File: src/hw/rtl/fbpa_pkg.sv
// ----------------------------------------------------------------------------
// fbpa_pkg: shared types and constants for the fixed block pool allocator
// Field widths, register indexes, opcodes, status codes and the
// command/status bundles between the controller and the datapath.
// ----------------------------------------------------------------------------
package fbpa_pkg;

  // Field and register widths
  localparam int BLOCK_SIZE_W = 12;
  localparam int MAX_BLOCKS_W = 9;
  localparam int POOL_SIZE_W  = 20;
  localparam int FIELD_W      = 20;
  localparam int STATUS_W     = 2;
  localparam int CFG_IDX_W    = 2;
  localparam int CFG_DATA_W   = 20;

  // Configuration register indexes
  localparam logic [CFG_IDX_W-1:0] CFG_BLOCK_SIZE = 2'd0;
  localparam logic [CFG_IDX_W-1:0] CFG_MAX_BLOCKS = 2'd1;
  localparam logic [CFG_IDX_W-1:0] CFG_POOL_SIZE  = 2'd2;

  // Configuration reset values
  localparam logic [BLOCK_SIZE_W-1:0] BLOCK_SIZE_RST = 12'd64;
  localparam logic [MAX_BLOCKS_W-1:0] MAX_BLOCKS_RST = 9'd256;
  localparam logic [POOL_SIZE_W-1:0]  POOL_SIZE_RST  = 20'hFFFFF;

  // Request opcodes
  localparam logic OP_ALLOC = 1'b0;
  localparam logic OP_FREE  = 1'b1;

  // Result status codes
  localparam logic [STATUS_W-1:0] ST_OK       = 2'd0;
  localparam logic [STATUS_W-1:0] ST_OOM      = 2'd1;
  localparam logic [STATUS_W-1:0] ST_BAD_FREE = 2'd2;

  // Controller -> datapath commands
  typedef struct packed {
    logic load;      // capture request word and config snapshot
    logic mul;       // form block product, read top of free stack
    logic mod_step;  // one restoring remainder step
    logic finish;    // commit counters/stack, load result register
  } dp_cmd_t;

  // Datapath -> controller status
  typedef struct packed {
    logic op_free;   // captured request is a free
    logic mod_last;  // last remainder step
  } dp_sts_t;

endpackage

File: src/hw/rtl/fbpa_ctrl.sv
// ----------------------------------------------------------------------------
// fbpa_ctrl: request sequencer
// Steps one request through capture, multiply, remainder and commit, and
// owns both handshakes and the result valid flag.
// ----------------------------------------------------------------------------
module fbpa_ctrl (
  input  logic              clk,
  input  logic              rst_n,
  input  logic              in_valid,
  output logic              in_stall,
  output logic              out_valid,
  input  logic              out_stall,
  output fbpa_pkg::dp_cmd_t cmd,
  input  fbpa_pkg::dp_sts_t sts
);
  import fbpa_pkg::*;

  localparam logic [1:0] S_IDLE = 2'd0;
  localparam logic [1:0] S_MUL  = 2'd1;
  localparam logic [1:0] S_MOD  = 2'd2;
  localparam logic [1:0] S_FIN  = 2'd3;

  logic [1:0] state_r, state_nxt;
  logic       out_valid_r, out_valid_nxt;
  logic       slot_free;

  // result register can take a word when empty or being drained now
  assign slot_free = !out_valid_r || !out_stall;

  assign in_stall  = (state_r != S_IDLE);
  assign out_valid = out_valid_r;

  // next state and commands
  always_comb begin
    state_nxt    = state_r;
    cmd          = '0;
    unique case (state_r)
      S_IDLE: begin
        if (in_valid) begin
          cmd.load  = 1'b1;
          state_nxt = S_MUL;
        end
      end
      S_MUL: begin
        cmd.mul   = 1'b1;
        state_nxt = sts.op_free ? S_MOD : S_FIN;
      end
      S_MOD: begin
        cmd.mod_step = 1'b1;
        if (sts.mod_last) state_nxt = S_FIN;
      end
      S_FIN: begin
        if (slot_free) begin
          cmd.finish = 1'b1;
          state_nxt  = S_IDLE;
        end
      end
      default: state_nxt = S_IDLE;
    endcase
  end

  assign out_valid_nxt = cmd.finish ? 1'b1 : (out_valid_r && out_stall);

  always_ff @(posedge clk) begin
    if (!rst_n) begin
      state_r     <= S_IDLE;
      out_valid_r <= 1'b0;
    end else begin
      state_r     <= state_nxt;
      out_valid_r <= out_valid_nxt;
    end
  end

endmodule

File: config.mk
export PLATFORM = sky130hd
export DESIGN_NAME = fbpa_ctrl
export DESIGN_NICKNAME = d
export VERILOG_FILES = /design/src/hw/rtl/fbpa_pkg.sv /design/src/hw/rtl/fbpa_ctrl.sv
export SDC_FILE = /design/constraint.sdc
export NUM_CORES = 1
export LEC_CHECK = 0
export ABC_AREA = 1
export ABC_CLOCK_PERIOD_IN_PS = 1200
export BUFFER_PORTS_ARGS = -buffer_cell sky130_fd_sc_hd__buf_4
export CAP_MARGIN = 20
export CORE_AREA = 2 2 39 41
export DETAILED_ROUTE_END_ITERATION = 16
export DIE_AREA = 0 0 41 43
export HOLD_SLACK_MARGIN = 0.05
export MAX_ROUTING_LAYER = met4
export PLACE_DENSITY = 0.42
export SLEW_MARGIN = 20
export SYNTH_ARGS = -nofsm -noshare
export SYNTH_HDL_FRONTEND = slang
export SYNTH_SLANG_ARGS = --single-unit
File: constraint.sdc
create_clock -name clk -period 1.2 [get_ports clk]
set_clock_uncertainty 0.05 [all_clocks]
set_input_delay 0.24 -clock clk [delete_from_list [all_inputs] [get_ports clk]]
set_output_delay 0.24 -clock clk [all_outputs]
set_load 0.05 [all_outputs]
======== Word-level counts from Yosys, hierarchy flattened ========
Cells that the tools add are included.
operators by class
  equality and inequality tests ........... 6
  mux-type cells .......................... 12
  reduce and logical (&&, ||, !) cells .... 7
operator list
  cell                                                                    number
  1-bit two-way mux                                                       8
  2-bit one-hot mux with 4 select lines                                   1
  2-bit two-way mux                                                       3
  2-bit inequality test (second input constant)                           3
  2-bit equality test (second input constant)                             2
  3-bit AND reduction                                                     1
  2-bit by 1-bit equality test with 1-bit output (second input constant)  1
  1-bit zero test                                                         2
  2-bit zero test                                                         1
  2-bit nonzero test                                                      1
  1-bit logical AND                                                       1
  1-bit logical OR                                                        1
storage, ports and cells
  flip-flop bits (word level) ............. 3
  bits of input ports ..................... 6
  output and inout port bits .............. 6
  word-level logic and storage cells ...... 27

======== Depth between registers and ports, before layout ========
  depth in word-level cells ............... 5
  mapped depth ............................ 7
  mapped depth without buffers ............ 7

======== Worst setup path before layout ========
OpenSTA, ideal clock, no wires.
  path type ............................... reg2out
  start point ............................. reg state_r[0]
  end point ............................... out cmd[0] (netlist bit)
  arrival time ............................ 1,342 ps
  data required time ...................... 910 ps
  slack ................................... -432 ps
  stages on the path, launching flop included .. 4
  path buffers ............................ 0
  cell sequence ........................... dfxtp_1 > ha_1 > inv_1 > a21oi_1
RTL lines
  element                   line             text
  start: declaration        fbpa_ctrl.sv:23  logic [1:0] state_r, state_nxt;
  start signal: assignment  fbpa_ctrl.sv:69  state_r <= state_nxt;
  end: declaration          fbpa_ctrl.sv:13  output fbpa_pkg::dp_cmd_t cmd,

==> metrics.log <==
[metrics] number of sinks driven by the clock tree: 3
[metrics] Routed met3 length: 57 um
[metrics] DR WL met2: 288 um
[metrics] number of nets produced by synthesis: 45
[metrics] net count reported at finish: 67
[metrics] number of port buffers: 11
[metrics] Routed Wire Length: 606 um
[metrics] number of synthesized flops with an enable pin: 0
[metrics] Congestion Overflow GR: 0
[metrics] Netlist cell types: 12
[metrics] clock latency reported for the late side of the worst-skew pair: 240 ps
[metrics] arrival time of data at the critical path endpoint: 1120 ps
[metrics] via-per-instance ratio: 3.97
[metrics] data required time at the worst endpoint: 910 ps
[metrics] dominant cell by count in the synthesized netlist: sky130_fd_sc_hd__nand2_1
[metrics] number of H-tree levels: 1
[metrics] fin worst setup slack: -207 ps
[metrics] share of the cycle needed by the critical path after routing: 117%
[metrics] share of the yosys chip area belonging to registers: 25.0%
[metrics] Post-Syn Area per Cell: 7.07 um^2
[metrics] final period demand of the worst path: 1410 ps
[metrics] number of remaining DRC errors: 0
[metrics] Critical Path End Type: primary output
[metrics] all-layer global routing usage: 8.82%
[metrics] Initial DRC Count: 3
[metrics] clock tree from TritonCTS: built
[metrics] final std cells w/o fill: 71
[metrics] leading area contributor after synthesis: sky130_fd_sc_hd__ha_1
[metrics] post-synth design cell area: 240 um^2
[metrics] Commonest cells post-synth: sky130_fd_sc_hd__nand2_1 (8), sky130_fd_sc_hd__inv_1 (6), sky130_fd_sc_hd__ha_1 (5), sky130_fd_sc_hd__nor2_1 (4), sky130_fd_sc_hd__dfxtp_1 (3)
[metrics] element type at the critical path start: register
[metrics] post-detailed-route count of antenna-violating nets: 0
[metrics] height of the die: 43 um
[metrics] core box area: 1380 um^2
[metrics] number of max-capacitance violations reported: 0
[metrics] result of the run: complete, but fails checks
[metrics] final setup vio count: 5
[metrics] pin count of the biggest net entering global routing: 5
[metrics] root buffer cell: sky130_fd_sc_hd__clkbuf_4
[metrics] detail-routed net length per standard cell: 8.54 um
[metrics] post-placement setup slack: -7.08 ps
[metrics] highest metal used: met4
[metrics] proportion of synthesized flip-flops having asynchronous set or reset: 0%
[metrics] # rows: 14
[metrics] dominant delay contributor by cell family on the critical path: flip-flops
[metrics] violations in the final reports: negative setup slack
[metrics] Peak VDD IR: 1.41 mV
[metrics] clock input transition at the sequential cells of the worst setup and hold paths: 40 ps
[metrics] slack of the worst reg-to-reg path: 30 ps
[metrics] weighted congestion at the end of routability-driven global placement: 0.749
[metrics] flops & latches, synth: 3
[metrics] Placed Instances: 66
[metrics] number of vias after detailed routing: 282
[metrics] via count of the first global-routing pass: 243
[metrics] number of buffers inserted during clock tree synthesis: 3
[metrics] number of slew-limit violations in the final report: 0
[metrics] Metal-1 WL: 244 um
[metrics] top area cells in the synthesized netlist: sky130_fd_sc_hd__ha_1 (26%), sky130_fd_sc_hd__dfxtp_1 (25%), sky130_fd_sc_hd__nand2_1 (13%)
[metrics] area growth from synthesis to layout: 141%
[metrics] WS Path Type: reg2out
[metrics] initial antenna violation count: 0
[metrics] sum of buffers and inverters on the critical path: 3
[metrics] floorplan die area: 1760 um^2
[metrics] buffer levels on the longest clock path: 2
[metrics] post-detailed-placement half-perimeter wirelength: 446 um
[metrics] critical path's largest stage delay: 370 ps
[metrics] CP Max Fanout: 3
[metrics] Most used DFF post-synth: sky130_fd_sc_hd__dfxtp_1
[metrics] final hold vios: 0
[metrics] CP max stage cell: sky130_fd_sc_hd__dfxtp_4
[metrics] RSZ-0062 raised after global routing: yes
[metrics] starting density of the core: 17.4%
[metrics] Ant. Diodes: 0
[metrics] global-route wire length before repair: 910 um
[metrics] cells along the critical path: inv_4, ha_4, nand2_4, clkinvlp_4, buf_8
[metrics] DRT Pass-1 Iters: 4
[metrics] power per unit of standard cell area: 3040 nW/um^2
[metrics] Yosys warnings: 0
[metrics] count of mapped cells out of synthesis: 34
[metrics] Peak Freq: 711 MHz
[metrics] Least-Margin Pin Slew: 134 ps
[metrics] proportion of layout cells with a drive suffix above 1: 74.5%
[metrics] Die Width: 41 um
[metrics] worst rel slew slack: 91.0%
[metrics] I/O pin count: 12
[metrics] top-area cell type share of the netlist area: 26.0%
[metrics] static leakage: 0.253 nW
[metrics] class of the tightest hold or removal check: in2reg
[per-stage QoR]
stage / total power, mW / util, % / hold slack, ps / setup TNS [ps] / area (um^2)
2_1_floorplan: 0.940 / - / 303 / 0 / 293
3_5_place_dp: 1.23 / 31.3 / 438 / -7.08 / 433
6_report: 1.76 / 41.8 / 198 / -845 / 578
4_1_cts: 1.62 / 37.2 / 188 / -952 / 514
5_1_grt: 1.89 / 41.8 / 193 / -1160 / 578
3_3_place_gp: 1.23 / 31.3 / 441 / -10.4 / 433
[cell type report]
cell class / instances / area, um^2
well taps: 16 / 20.0
inverters: 7 / 38.8
clock buffers: 4 / 26.3
fillers: 148 / 806
flip-flops and latches: 3 / 68.8
multi-input cells: 24 / 259
repair buffers: 17 / 165
[repair_timing]
item	CTS	global route
endpoints found under the hold margin	0	0
resized for setup	11	16
endpoints found under the setup margin	7	7
buffers inserted	1	1
hold buffers	0	0
pin swaps	5	7
cloned	0	0
[power by group]
group | internal (mW) | switching [mW]
registers | 0.164 | 0.0701
clock network | 0.125 | 0.0566
logic | 0.613 | 0.729
[routing by layer]
layer	GRT usage [%]	vias up
li1	-	143
met1	7.96	125
met2	11.6	12
met3	6.28	2
met4	8.00	0
met5	-	-
[tightest hold or removal path, delay by kind of cell]
family,cells,cell delay (ps)
buffers and inverters,1,120
and+or+nand+nor,2,80
[cell families after synthesis]
kind of cell    Yosys count  share of synthesized area [%]
compound gates            3                           7.29
fa+ha+maj                 5                           26.0
buf+inv                   7                           10.9
flops                     3                           25.0
simple gates             16                           30.7
[flip-flops by register name, summed over array words and instances (netlist names)]
register / cells
state_r: 2
out_valid: 1
[final timing paths]
check,from,endpoint,depth (start not counted)
setup / recovery,state_r[0],cmd[3],5
hold / removal,rst_n,state_r[0],3
setup reg to reg,state_r[0],state_r[0],8
hold reg to reg,out_valid,out_valid,2
[cell usage in the layout (no fill, tap or decap), drive strengths merged]
master    instances
a21boi            1
a21oi             2
buf              17
clkbuf            4
clkinvlp          2
dfxtp             3
ha                5
inv               5
nand2             9
nand3             2
nand3b            1
nor2              4
(Power assumes the default switching activity.)
